## src/tcc_pkg.sv

```systemverilog
// Shared types and constants of the text console engine.
`timescale 1ns / 1ps

package tcc_pkg;

  localparam int unsigned KIND_W     = 2;
  localparam int unsigned BYTE_W     = 8;
  localparam int unsigned CUR_COL_W  = 6;
  localparam int unsigned CUR_ROW_W  = 5;
  localparam int unsigned CELL_W     = 2 * BYTE_W;
  localparam int unsigned CFG_IDX_W  = 2;

  localparam logic [BYTE_W-1:0] NEWLINE_CODE = 8'd10;
  localparam logic [BYTE_W-1:0] BLANK_CODE   = 8'd32;
  localparam logic [BYTE_W-1:0] TEXT_COLOR_RESET = 8'd14;

  typedef enum logic [CFG_IDX_W-1:0] {
    CFG_TEXT_COLOR = 2'd0,
    CFG_SCROLL_EN  = 2'd1
  } cfg_idx_t;

  typedef enum logic [KIND_W-1:0] {
    KIND_PUT   = 2'd0,
    KIND_MOVE  = 2'd1,
    KIND_CLEAR = 2'd2,
    KIND_READ  = 2'd3
  } kind_t;

  typedef enum logic [2:0] {
    ST_IDLE,
    ST_COPY,
    ST_FILL,
    ST_CLEAR,
    ST_DONE
  } state_t;

  // Status of a finished item, handed from the sequencer to the output stage.
  typedef struct packed {
    logic                 valid;
    logic [CUR_COL_W-1:0] col;
    logic [CUR_ROW_W-1:0] row;
    logic                 is_read;
    logic                 scrolled;
  } res_t;

endpackage

```

## src/tcc_ctrl.sv

```systemverilog
// Sequencer: cursor, item decode and the address sweep for scroll and clear.
`timescale 1ns / 1ps

module tcc_ctrl #(
  parameter int unsigned SCREEN_COLS = 40,
  parameter int unsigned SCREEN_ROWS = 25,
  parameter int unsigned COL_W       = 6,
  parameter int unsigned ROW_W       = 5,
  parameter int unsigned CELLS       = 1000,
  parameter int unsigned ADDR_W      = 10
) (
  input  logic                             clk,
  input  logic                             rst_n,
  input  logic                             in_valid,
  output logic                             in_ready,
  input  logic [tcc_pkg::KIND_W-1:0]       kind,
  input  logic [tcc_pkg::BYTE_W-1:0]       char_code,
  input  logic [tcc_pkg::BYTE_W-1:0]       col_pos,
  input  logic [tcc_pkg::BYTE_W-1:0]       row_pos,
  input  logic [tcc_pkg::BYTE_W-1:0]       text_color,
  input  logic                             scroll_en,
  input  logic                             out_free,
  output logic                             mem_we,
  output logic [ADDR_W-1:0]                mem_waddr,
  output logic [tcc_pkg::CELL_W-1:0]       mem_wdata,
  output logic                             mem_re,
  output logic [ADDR_W-1:0]                mem_raddr,
  input  logic [tcc_pkg::CELL_W-1:0]       mem_rdata,
  output tcc_pkg::res_t                    res
);

  localparam logic [ADDR_W-1:0] COPY_END = ADDR_W'(CELLS - SCREEN_COLS);
  localparam logic [ADDR_W-1:0] LAST_IDX = ADDR_W'(CELLS - 1);
  localparam logic [ADDR_W-1:0] ROW_STEP = ADDR_W'(SCREEN_COLS);

  tcc_pkg::state_t state_r, state_nxt;

  logic [COL_W-1:0]  col_r, col_nxt;
  logic [ROW_W-1:0]  row_r, row_nxt;
  logic              scrolled_r, scrolled_nxt;
  logic              is_read_r, is_read_nxt;
  logic [ADDR_W-1:0] cnt_r, cnt_nxt;
  logic [ADDR_W-1:0] dst_r, dst_nxt;
  logic              pend_r, pend_nxt;

  tcc_pkg::kind_t    kind_in;
  logic              accept;
  logic [COL_W:0]    col_inc;
  logic [ROW_W:0]    row_inc;
  logic              is_newline;
  logic              wrap;
  logic              bottom;
  logic [COL_W-1:0]  clamp_col;
  logic [ROW_W-1:0]  clamp_row;
  logic [ADDR_W-1:0] cur_idx;
  logic [ADDR_W-1:0] pos_idx;

  assign kind_in    = tcc_pkg::kind_t'(kind);
  assign accept     = (state_r == tcc_pkg::ST_IDLE) && in_valid;
  assign col_inc    = {1'b0, col_r} + (COL_W+1)'(1);
  assign row_inc    = {1'b0, row_r} + (ROW_W+1)'(1);
  assign is_newline = (char_code == tcc_pkg::NEWLINE_CODE);
  assign wrap       = is_newline || (col_inc == (COL_W+1)'(SCREEN_COLS));
  assign bottom     = (row_inc == (ROW_W+1)'(SCREEN_ROWS));
  assign clamp_col  = (col_pos >= 8'(SCREEN_COLS)) ? '0 : col_pos[COL_W-1:0];
  assign clamp_row  = (row_pos >= 8'(SCREEN_ROWS)) ? '0 : row_pos[ROW_W-1:0];
  assign cur_idx    = ADDR_W'(row_r) * ROW_STEP + ADDR_W'(col_r);
  assign pos_idx    = ADDR_W'(clamp_row) * ROW_STEP + ADDR_W'(clamp_col);

  always_ff @(posedge clk) begin
    if (!rst_n) begin
      state_r <= tcc_pkg::ST_IDLE;
      col_r   <= '0;
      row_r   <= '0;
      pend_r  <= 1'b0;
    end else begin
      state_r <= state_nxt;
      col_r   <= col_nxt;
      row_r   <= row_nxt;
      pend_r  <= pend_nxt;
    end
  end

  always_ff @(posedge clk) begin
    scrolled_r <= scrolled_nxt;
    is_read_r  <= is_read_nxt;
    cnt_r      <= cnt_nxt;
    dst_r      <= dst_nxt;
  end

  // Next state.
  always_comb begin
    state_nxt = state_r;
    case (state_r)
      tcc_pkg::ST_IDLE: begin
        if (in_valid) begin
          case (kind_in)
            tcc_pkg::KIND_PUT: begin
              state_nxt = (wrap && bottom && scroll_en) ? tcc_pkg::ST_COPY : tcc_pkg::ST_DONE;
            end
            tcc_pkg::KIND_CLEAR: state_nxt = tcc_pkg::ST_CLEAR;
            default:             state_nxt = tcc_pkg::ST_DONE;
          endcase
        end
      end
      tcc_pkg::ST_COPY: begin
        if (cnt_r == COPY_END) state_nxt = tcc_pkg::ST_FILL;
      end
      tcc_pkg::ST_FILL, tcc_pkg::ST_CLEAR: begin
        if (cnt_r == LAST_IDX) state_nxt = tcc_pkg::ST_DONE;
      end
      tcc_pkg::ST_DONE: begin
        if (out_free) state_nxt = tcc_pkg::ST_IDLE;
      end
      default: state_nxt = tcc_pkg::ST_IDLE;
    endcase
  end

  // Outputs and datapath.
  always_comb begin
    in_ready     = (state_r == tcc_pkg::ST_IDLE);
    col_nxt      = col_r;
    row_nxt      = row_r;
    scrolled_nxt = scrolled_r;
    is_read_nxt  = is_read_r;
    cnt_nxt      = cnt_r;
    dst_nxt      = dst_r;
    pend_nxt     = 1'b0;
    mem_we       = 1'b0;
    mem_waddr    = cnt_r;
    mem_wdata    = {tcc_pkg::BLANK_CODE, text_color};
    mem_re       = 1'b0;
    mem_raddr    = cnt_r + ROW_STEP;
    res          = '0;

    case (state_r)
      tcc_pkg::ST_IDLE: begin
        if (accept) begin
          scrolled_nxt = 1'b0;
          is_read_nxt  = 1'b0;
          cnt_nxt      = '0;
          case (kind_in)
            tcc_pkg::KIND_PUT: begin
              if (!is_newline) begin
                mem_we    = 1'b1;
                mem_waddr = cur_idx;
                mem_wdata = {char_code, text_color};
              end
              if (wrap) begin
                col_nxt = '0;
                if (!bottom) begin
                  row_nxt = row_inc[ROW_W-1:0];
                end else if (scroll_en) begin
                  row_nxt      = ROW_W'(SCREEN_ROWS - 1);
                  scrolled_nxt = 1'b1;
                end else begin
                  row_nxt = '0;
                end
              end else begin
                col_nxt = col_inc[COL_W-1:0];
              end
            end
            tcc_pkg::KIND_MOVE: begin
              col_nxt = clamp_col;
              row_nxt = clamp_row;
            end
            tcc_pkg::KIND_CLEAR: begin
              col_nxt = '0;
              row_nxt = '0;
            end
            default: begin
              is_read_nxt = 1'b1;
              mem_re      = 1'b1;
              mem_raddr   = pos_idx;
            end
          endcase
        end
      end
      tcc_pkg::ST_COPY: begin
        // Read one row ahead, write the word that came back on the previous cycle.
        if (cnt_r != COPY_END) begin
          mem_re   = 1'b1;
          pend_nxt = 1'b1;
          dst_nxt  = cnt_r;
          cnt_nxt  = cnt_r + ADDR_W'(1);
        end
        if (pend_r) begin
          mem_we    = 1'b1;
          mem_waddr = dst_r;
          mem_wdata = mem_rdata;
        end
      end
      tcc_pkg::ST_FILL, tcc_pkg::ST_CLEAR: begin
        mem_we  = 1'b1;
        cnt_nxt = cnt_r + ADDR_W'(1);
      end
      tcc_pkg::ST_DONE: begin
        res.valid    = 1'b1;
        res.col      = tcc_pkg::CUR_COL_W'(col_r);
        res.row      = tcc_pkg::CUR_ROW_W'(row_r);
        res.is_read  = is_read_r;
        res.scrolled = scrolled_r;
      end
      default: ;
    endcase
  end

endmodule
```

## config.mk

```make
export PLATFORM = sky130hd
export DESIGN_NAME = tcc_ctrl
export DESIGN_NICKNAME = d
export VERILOG_FILES = /design/src/tcc_pkg.sv /design/src/tcc_ctrl.sv
export SDC_FILE = /design/constraint.sdc
export NUM_CORES = 1
export LEC_CHECK = 0
export BUFFER_PORTS_ARGS = -buffer_cell sky130_fd_sc_hd__buf_4
export CORE_MARGIN = 10
export CORE_UTILIZATION = 35
export CTS_BUF_LIST = sky130_fd_sc_hd__clkbuf_4 sky130_fd_sc_hd__clkbuf_8 sky130_fd_sc_hd__clkbuf_16
export DETAILED_ROUTE_END_ITERATION = 10
export PLACE_DENSITY = 0.64
export SLEW_MARGIN = 5
export SYNTH_ARGS = -nofsm -noshare
export SYNTH_HDL_FRONTEND = slang
export SYNTH_SLANG_ARGS = --single-unit
```

## constraint.sdc

```tcl
create_clock -name clk -period 3.54 [get_ports clk]
set_clock_uncertainty 0.05 [all_clocks]
set_input_delay 0 -clock clk [delete_from_list [all_inputs] [get_ports clk]]
set_output_delay 0 -clock clk [all_outputs]
set_load 0.01 [all_outputs]
```

==> metrics, run 1 <==
relative slew slack=a little over two fifths; Clock Sinks=37; clk slew on worst S/H paths=around 70 ps; DRT met1 WL=4920 microns; via/cell ratio=between 5 and 6; Post-CTS Setup Bufs=0; Max Slew Vio Count=0; initial core utilization=between 30% and 40%; post-synthesis sequential area ratio=a little over a quarter; total die area=~0.014 sq mm; DR top layer=met4; DRT Pass-1 Iters=5; yosys warns=0; core area=0.00977 sq mm; Leak Pwr=~2.1 nW; largest net degree at the start of global routing=24; DRT iter0 DRCs=between 200 and 250; Tmin final=between 3000 and 4000 ps; FP Rows=36; Peak VDD IR=about 0.00022 V; CTS Root Cell=clkbuf_8; Vias=roughly 3600; Tcrit/Tclk final=just over 90%; Pwr Density=351 mW/mm^2; worst path arrival time=approximately 3200 ps; Num CTS Buffers=5; Reg2Reg Depth=8; origin of the critical flop-to-flop path=cnt_r[0]$_SDFFCE_PN0P_; placed wire-length estimate=between 9000 and 10000 microns; post-synth cell types=68; cells after synthesis=around 410; layout cells sized above 1=27.0%; status=complete, no violations; Worst setup startpoint=col_pos[5]; port bufs=around 110; CP endpoint kind=output pin; vias in the first global route=around 3600; worst setup margin=276 ps; largest area contributor in the netlist=edfxtp_1; Final Cell Area=between 0.004 and 0.005 sq mm; syn_nets=497; Peak Freq=306 MHz; gpl congestion=around 0.89; WL per Instance=18.0 microns; Max Root-Sink Buffers=2; CP startpoint kind=input port; diode count=0; worst hold path class=in2reg; CTS H-tree lvls=2; initial antenna violation count=0; first-pass GRT wire length=about 19000 microns; num ports=approximately 110; # DRC=0; top-count cell post-synth=nand2_1; pre-CTS setup slack=324 ps; Post-Syn Area per Cell=around 8.6 sq um; Post-Syn Area=around 0.0035 sq mm; top cells by instance count after synthesis=36 x nand2_1, 32 x nor2_1, 29 x ha_1; wire length on met3=a little over 1000 microns; Slew @ Worst Pin=roughly 870 ps; final hold violations=0; reg2reg end=state_r[2]$_SDFFE_PN0P_; total track usage=between 10% and 20%; met2 WL post-DR=5450 microns; EDFF count, synth=22; GRT overflow=0; top cells by area, synth=edfxtp_1 19%, ha_1 10%, dfxtp_1 8.5%; Max Fanout on Critical Path=5; final setup fails=0; DP Area=about 0.0044 sq mm; final antenna-violating net count=0; WS Path Type=in2out; R2R setup slack=about 950 ps; proportion of netlist area held by the largest area contributor=between 10% and 20%; layout overhead on the synthesized area=30.2%; critical path data required time=around 3500 ps; Main synth FF type=edfxtp_1; ys async rst share=0%; nets@finish=about 600; Detailed Route WL=11600 microns; Die Wd=120 microns; Yosys reg bits=37; TritonCTS clock tree=built; die height=120 microns; Max Cap Viol=0; Skew-Pair Late Insertion Delay=300 ps; CP endpoint=mem_raddr[9]
==> placed cells by master (no fill, tap or decap), types with 4 or more instances in the layout <==
cell	count
a21o_1	6
a21oi_1	13
a222oi_1	4
a22o_1	8
a22oi_1	5
a31oi_1	6
and2_1	22
and3_1	6
buf_4	110
clkbuf_8	5
dfxtp_1	15
dlygate4sd3_1	6
edfxtp_1	22
fa_1	4
ha_1	29
inv_1	24
mux2_2	8
nand2_1	36
nand2b_1	5
nand3_1	15
nand4_1	6
nor2_1	32
nor3b_1	4
o21ai_0	22
xnor2_1	15
xor2_1	14
==> logic make-up after synthesis <==
logic type,synth area share (%)
compound gates,21.9
xor+xnor,7.20
simple gates,22.1
fa+ha+maj,12.6
mux,3.41
flops,27.3
buf+inv,5.61
==> power breakdown <==
group	leakage (nW)	internal (W)	total, W	switching, W
clock network	0.0518	0.000208	0.000373	0.000165
logic	1.68	0.000301	0.000627	0.000326
registers	0.335	0.000513	0.000612	0.0000995
==> repair_timing <==
| item | CTS | global route |
|---|---|---|
| hold buffers | 6 | 0 |
| endpoints found under the hold margin | 8 | 0 |
| gates resized for setup | 0 | 1 |
| endpoints found under the setup margin | 0 | 1 |
==> routing by layer <==
| metal | GRT usage (%) | up-vias |
|---|---|---|
| li1 | - | 1700 |
| met1 | 18.7 | 1679 |
| met2 | 25.9 | 156 |
| met3 | 4.23 | 15 |
| met4 | 4.60 | 0 |
| met5 | 0 | - |
==> worst max-delay path, stage by stage <==
cell and delay [ps]:
dlygate4sd3_1 530, buf_4 150, o21a_1 110, nor3_1 380, and2_1 210, ha_1 160, inv_1 60, fa_1 400
nor2b_1 170, o21bai_1 130, mux2i_1 160, a2111oi_0 400, and3b_1 220, buf_4 140
==> sequential cells by signal, summed over array words and instances, names as in the netlist <==
| name | count |
|---|---|
| dst_r | 10 |
| is_read_r | 1 |
| state_r | 3 |
| row_r | 5 |
| pend_r | 1 |
| cnt_r | 10 |
| col_r | 6 |
| scrolled_r | 1 |
==> layout make-up <==
class	instances	area (sq um)
multi-input cells	325	2370
well taps	133	166
inverters	25	98.8
flip-flops and latches	37	961
clock inverters	3	41.3
fillers	960	5180
repair buffers	116	886
clock buffers	5	68.8
==> metrics by stage <==
stage          power, W  hold WS, ps  setup TNS [ps]  utilization, %  instances
2_1_floorplan  0.000949         65.2               0               -        409
4_1_cts         0.00162         7.64               0            47.0        644
3_5_place_dp    0.00125          245               0            45.2        630
5_1_grt         0.00171         31.0           -57.2            47.0        644
6_report        0.00161         2.51               0            47.0        644
3_3_place_gp    0.00123          247               0            45.2        630
==> worst min-delay path by stage <==
stage / start / endpoint / slack, ps / cells after the start
2_1_floorplan: mem_rdata[13] / mem_wdata[13] / 70 / 2
3_3_place_gp: mem_rdata[9] / mem_wdata[9] / 250 / 3
3_5_place_dp: mem_rdata[9] / mem_wdata[9] / 250 / 3
4_1_cts: row_pos[4] / row_r[4]$_SDFFE_PN0P_ / 8 / 3
5_1_grt: row_pos[4] / row_r[4]$_SDFFE_PN0P_ / 30 / 3
6_report: row_pos[6] / row_r[0]$_SDFFE_PN0P_ / 3 / 4
No activity file was read; power rests on OpenSTA's default activity.
==> run 2, diff against run 1 <==
==> constraint.sdc (replaced) <==
create_clock -name clk -period 3.54 [get_ports clk]
set_clock_uncertainty 0.05 [all_clocks]
set_input_delay 0.708 -clock clk [delete_from_list [all_inputs] [get_ports clk]]
set_output_delay 0.708 -clock clk [all_outputs]
set_load 0.01 [all_outputs]
==> run 2 against run 1 <==
The run now ends with setup timing left. Largest power group unchanged. Final cell count rose by 7.6%. Worst setup slack worse by 1200 ps. Sequential power is 3.6% lower. Total power rose by 3.4%. Register-to-register slack improved by 280 ps. Largest cell class unchanged. Global-route usage up 1.0 points.
==> metrics, run 2 (same netlist as run 1, synthesis figures left out) <==
status=complete, but fails checks; failing checks=setup timing; final hold violations=0 (unchanged); Die Wd=120 microns (unchanged); CP Cell Sequence=buf_6 -> o311a_4 -> nor4_4 -> and2_4 -> ha_4 -> ha_4 -> fa_2 -> nand2_2 -> o21bai_1 -> mux2i_1 -> a2111oi_1 -> and3b_1 -> buf_4; worst setup margin=-929 ps (-1210 ps); TritonCTS clock tree=built; final setup fails=5 (+5); DRT iter0 DRCs=230 (+14%); die height=120 microns (unchanged); Worst setup startpoint=row_pos[2]; Gate power share=42.5% (+3.6 points); CTS Root Cell=clkbuf_8; port bufs=107 (unchanged); Skew-Pair Late Insertion Delay=290 ps (about the same); Vias=3781 (+6.5%); CP endpoint kind=output pin; nets@finish=647 (+8.2%); clk slew on worst S/H paths=80 ps (about the same); DP Area=0.00476 sq mm (+7.8%); final antenna-violating net count=0 (unchanged); first-pass GRT wire length=19700 microns (+6.5%); Slew @ Worst Pin=883 ps (+16.4 ps); DRT Pass-1 Iters=6 (+1); Min-Delay Startpoint=col_r[5]$_SDFFE_PN0P_; CTS H-tree lvls=2 (unchanged); largest net degree at the start of global routing=24 (unchanged); setup repair after global routing missed its margin=yes; Leak Pwr=2.35 nW (+14%); internal power=0.00107 W (+4.7%); total die area=0.0145 sq mm (unchanged); Hold-fix buffers, CTS=0 (-6); relative slew slack=41.1% (-1.1 points); WS Path Type=in2out; critical path data required time=2780 ps (-710 ps); Largest delay share family, worst path=compound AO/OA/AOI/OAI gates; Detailed Route WL=12300 microns (+6.3%); Tmin final=4470 ps (+1210 ps); gpl congestion=0.880 (-0.86%); worst path arrival time=3710 ps (+500 ps); layout overhead on the synthesized area=46.2%; FP Rows=36 (unchanged); Final TNS setup=-2370 ps (-2370 ps); Max Cap Viol=0 (unchanged); GRT overflow=0 (unchanged); Tcrit/Tclk final=126% (+34 points); WL per Instance=17.7 microns (-1.2%); Max Slew Vio Count=0 (unchanged); sw power=0.000598 W (+1.2%); via/cell ratio=5.46 (-1.0%); CP startpoint kind=input port; Crit path largest cell delay=540 ps (about the same); Clock Sinks=37 (unchanged); worst hold path class=reg2reg; switching share of power=35.9% (-0.78 points); Peak VDD IR=0.000179 V (-19%); Num CTS Buffers=5 (unchanged); Clk pwr share=22.2% (-0.9 points); initial antenna violation count=0 (unchanged); Worst path slowest cell=fa_2; placed wire-length estimate=9640 microns (+4.6%); diode count=0 (unchanged); core area=0.00977 sq mm (unchanged); Max Fanout on Critical Path=4 (-1); Seq pwr share=35.4% (-2.6 points); top flop regs=cnt_r: 10 flops, dst_r: 10 flops, col_r: 6 flops; vias in the first global route=3866 (+7.6%); Critical path buffers and inverters=2 (-2); # DRC=0 (unchanged); Pwr Density=323 mW/mm^2 (-7.9%); total track usage=16.4% (+1.0 points); Final Cell Area=0.00516 sq mm (+12%); most common cell after layout, fill and taps aside=buf_4; initial core utilization=36.1% (unchanged); origin of the critical flop-to-flop path=cnt_r[0]$_SDFFCE_PN0P_; num ports=108 (unchanged); Min Hold Slack=510 ps (+508 ps); most frequent cells in the layout=155 x buf_4, 35 x nand2_1, 31 x nor2_1; layout cells sized above 1=38.8% (+12 points); most used cell, CP=ha_4; Peak Freq=224 MHz (-27%); Max Root-Sink Buffers=2 (unchanged)
-- run 2: changes by cell type in the layout (fill, tap and decap cells not counted), sizes merged --
cell	change
buf	+55
clkinvlp	-1
clkbuf	+1
dlygate4sd3	-6
-- run 2: stage by stage --
step           setup slack [ps]  util (%)  std cells  power, W
2_1_floorplan              -613         -        409  0.000951
3_3_place_gp               -863      48.7        673   0.00127
3_5_place_dp               -936      48.7        673   0.00128
4_1_cts                    -856      52.6        696   0.00166
6_report                   -929      52.8        693   0.00167
5_1_grt                   -1070      52.8        693   0.00177
-- run 2: worst min-delay path, stage by stage, from the launching register on --
cell and delay, ps:
dfxtp_1 370, nand2_1 80, o22ai_1 60
-- run 2: what timing repair did --
item / 4_1_cts / 5_1_grt
gates resized for setup: 35 / 14
pin swaps: 11 / 11
buffers inserted: 16 / 3
endpoints found under the setup margin: 6 / 6
-- run 2: final timing paths --
check / to / slack (ps) / depth (start not counted)
max: mem_raddr[9] / -930 / 13
min: col_r[5]$_SDFFE_PN0P_ / 510 / 2
max reg2reg: cnt_r[0]$_SDFFCE_PN0P_ / 1230 / 6
min reg2reg: col_r[5]$_SDFFE_PN0P_ / 510 / 2
-- run 2: per-layer routing --
layer  GRT usage, %  up-vias  part of all wire (%)
li1               -     1799                     -
met1           19.7     1796                    42
met2           28.0      165                    47
met3           4.33       21                   8.8
met4           5.20        0                   2.2
met5              0        -                     0
-- run 2: layout make-up --
| cell class | instances | area (sq um) |
|---|---|---|
| flip-flops and latches | 37 | 961 |
| multi-input cells | 325 | 2540 |
| repair buffers | 165 | 1280 |
| clock buffers | 6 | 76.3 |
| clock inverters | 2 | 33.8 |
| well taps | 133 | 166 |
| inverters | 25 | 98.8 |
| fillers | 900 | 4620 |
-- run 2: power groups by stage --
stage | logic [W] | registers (W) | clock network, W
6_report | 0.000708 | 0.000590 | 0.000370
5_1_grt | 0.000782 | 0.000599 | 0.000394
4_1_cts | 0.000700 | 0.000588 | 0.000375
3_5_place_dp | 0.000684 | 0.000598 | 0
3_3_place_gp | 0.000675 | 0.000596 | 0
2_1_floorplan | 0.000398 | 0.000553 | 0
==> run 3, diff against run 2 <==
CELL_PAD_IN_SITES_DETAIL_PLACEMENT = 1   (was default)
CELL_PAD_IN_SITES_GLOBAL_PLACEMENT = 1   (was default)
PLACE_DENSITY = 0.81   (was 0.64)
==> run 3 against run 2 <==
The flow still finishes with violations (setup timing). Non-clock buffer count fell by 1. Fmax rose by 0.23%. Worst setup slack improved by 10 ps. Critical path depth stayed put. Register-to-register slack got worse by 20 ps. Largest power group unchanged.
==> metrics, run 3 (same netlist as run 1, synthesis figures left out) <==
status=complete, but fails checks; failing checks=setup timing; WS Path Type=in2out; Final Cell Area=0.00519 sq mm (+0.73%); total track usage=19.5% (+3.0 points); first-pass GRT wire length=23000 microns (+16%); CTS Root Cell=clkbuf_8; Slew @ Worst Pin=857 ps (-26.7 ps); Clk pwr share=22.4% (+0.2 points); CP endpoint kind=output pin; DRT Pass-1 Iters=5 (-1); Gate power share=42.5% (about the same); Die Wd=120 microns (unchanged); nets@finish=646 (-0.15%); Clock Sinks=37 (unchanged); CP startpoint kind=input port; worst hold path class=reg2reg; CTS H-tree lvls=2 (unchanged); setup repair after global routing missed its margin=yes; DP Area=0.00475 sq mm (-0.32%); Hold Path Depth=2 (unchanged); switching share of power=37.0% (+1.1 points); Skew-Pair Late Insertion Delay=300 ps (about the same); most frequent cells in the layout=151 x buf_4, 35 x nand2_1, 31 x nor2_1; diode count=0 (unchanged); final hold violations=0 (unchanged); relative slew slack=42.7% (+1.6 points); gpl congestion=0.836 (-4.9%); placed wire-length estimate=10700 microns (+11%); num ports=108 (unchanged); core area=0.00977 sq mm (unchanged); Max Cap Viol=0 (unchanged); initial antenna violation count=0 (unchanged); WL per Instance=21.1 microns (+19%); initial core utilization=36.1% (unchanged); FP Rows=36 (unchanged); largest net degree at the start of global routing=20 (-17%); Vias=3856 (+2.0%); Pwr Density=328 mW/mm^2 (+1.3%); Detailed Route WL=14600 microns (+19%); port bufs=107 (unchanged); final antenna-violating net count=0 (unchanged); Reg2Reg Depth=6 (unchanged); die height=120 microns (unchanged); # DRC=0 (unchanged); Peak Freq=224 MHz (+0.23%); internal power=0.00107 W (+0.29%); sw power=0.000629 W (+5.2%); Leak Pwr=2.34 nW (-0.71%); Hold-fix buffers, CTS=0 (unchanged); Tmin final=4460 ps (-10.5 ps); Num CTS Buffers=5 (unchanged); clk slew on worst S/H paths=80 ps (about the same); pre-CTS setup slack=-1070 ps (-130 ps); GRT overflow=0 (unchanged); Max Fanout on Critical Path=4 (unchanged); top flop regs=cnt_r: 10 flops, dst_r: 10 flops, col_r: 6 flops; Max Slew Vio Count=0 (unchanged); Tcrit/Tclk final=126% (-0.30 points); most common cell after layout, fill and taps aside=buf_4; worst path arrival time=3700 ps (about the same); worst setup margin=-919 ps (+10.5 ps); Seq pwr share=35.1% (-0.3 points); critical path data required time=2780 ps (about the same); Max Root-Sink Buffers=2 (unchanged); TritonCTS clock tree=built; total die area=0.0145 sq mm (unchanged); DRT iter0 DRCs=223 (-3.0%); final setup fails=6 (+1); layout cells sized above 1=39.4% (+0.61 points); via/cell ratio=5.57 (+2.1%); Peak VDD IR=0.000164 V (-8.2%); layout overhead on the synthesized area=47.3%; vias in the first global route=4206 (+8.8%)
-- run 3: repair_timing --
action,4_1_cts,5_1_grt
buffers inserted,14,7
setup endpoints to repair,6,9
pin swaps,23,20
endpoints found under the hold margin,0,0
resized for setup,49,7
-- run 3: path summary, 6_finish.rpt --
path                                 end              startpoint  slack (ps)
setup / recovery            mem_raddr[9]              row_pos[1]        -920
hold / removal     col_r[5]$_SDFFE_PN0P_   col_r[5]$_SDFFE_PN0P_         550
setup reg to reg  cnt_r[2]$_SDFFCE_PN0P_  cnt_r[0]$_SDFFCE_PN0P_        1210
hold reg to reg    col_r[5]$_SDFFE_PN0P_   col_r[5]$_SDFFE_PN0P_         550
-- run 3: area by class of cell --
cell class                 instances  area, sq um
clock buffer                       6         76.3
clock inverter                     2         33.8
fill                            1188         4580
inverter                          25         98.8
multi-input combinational        325         2570
sequential                        37          961
tap                              133          166
timing repair buffer             164         1290
-- run 3: per-stage QoR --
step / utilization, % / hold WS (ps) / total power (W) / instances / setup TNS [ps]
floorplan: - / 374 / 0.000951 / 409 / -722
global placement: 48.6 / 489 / 0.00126 / 671 / -1910
detailed placement: 48.6 / 505 / 0.00129 / 671 / -2630
CTS: 53.0 / 515 / 0.00169 / 692 / -2860
global route: 53.1 / 580 / 0.00180 / 692 / -3130
finish: 53.1 / 550 / 0.00170 / 692 / -2760
-- run 3: worst max-delay path: stages --
cell	delay (ps)
buf_6	90
o311a_4	380
nor4_4	190
buf_4	190
and2_4	180
ha_4	210
fa_1	600
nand2_2	80
o21bai_4	200
mux2i_2	170
a2111oi_2	350
and3b_1	230
buf_6	120
-- run 3: per-layer routing --
| layer | routed length, microns | vias to the layer above | global-route usage, % | part of all wire (%) |
|---|---|---|---|---|
| met1 | 5910 | 1884 | 22.7 | 40 |
| li1 | - | 1796 | - | - |
| met5 | 0 | - | 0 | 0 |
| met4 | 308 | 0 | 7.47 | 2.1 |
| met3 | 961 | 22 | 3.77 | 6.6 |
| met2 | 7420 | 154 | 34.4 | 51 |
-- run 3: power by group through the flow --
| stage | clock network (W) | logic [W] | registers (W) |
|---|---|---|---|
| 2_1_floorplan | 0 | 0.000398 | 0.000553 |
| 3_3_place_gp | 0 | 0.000666 | 0.000597 |
| 3_5_place_dp | 0 | 0.000687 | 0.000602 |
| 4_1_cts | 0.000381 | 0.000715 | 0.000593 |
| 5_1_grt | 0.000399 | 0.000796 | 0.000605 |
| 6_report | 0.000381 | 0.000724 | 0.000597 |
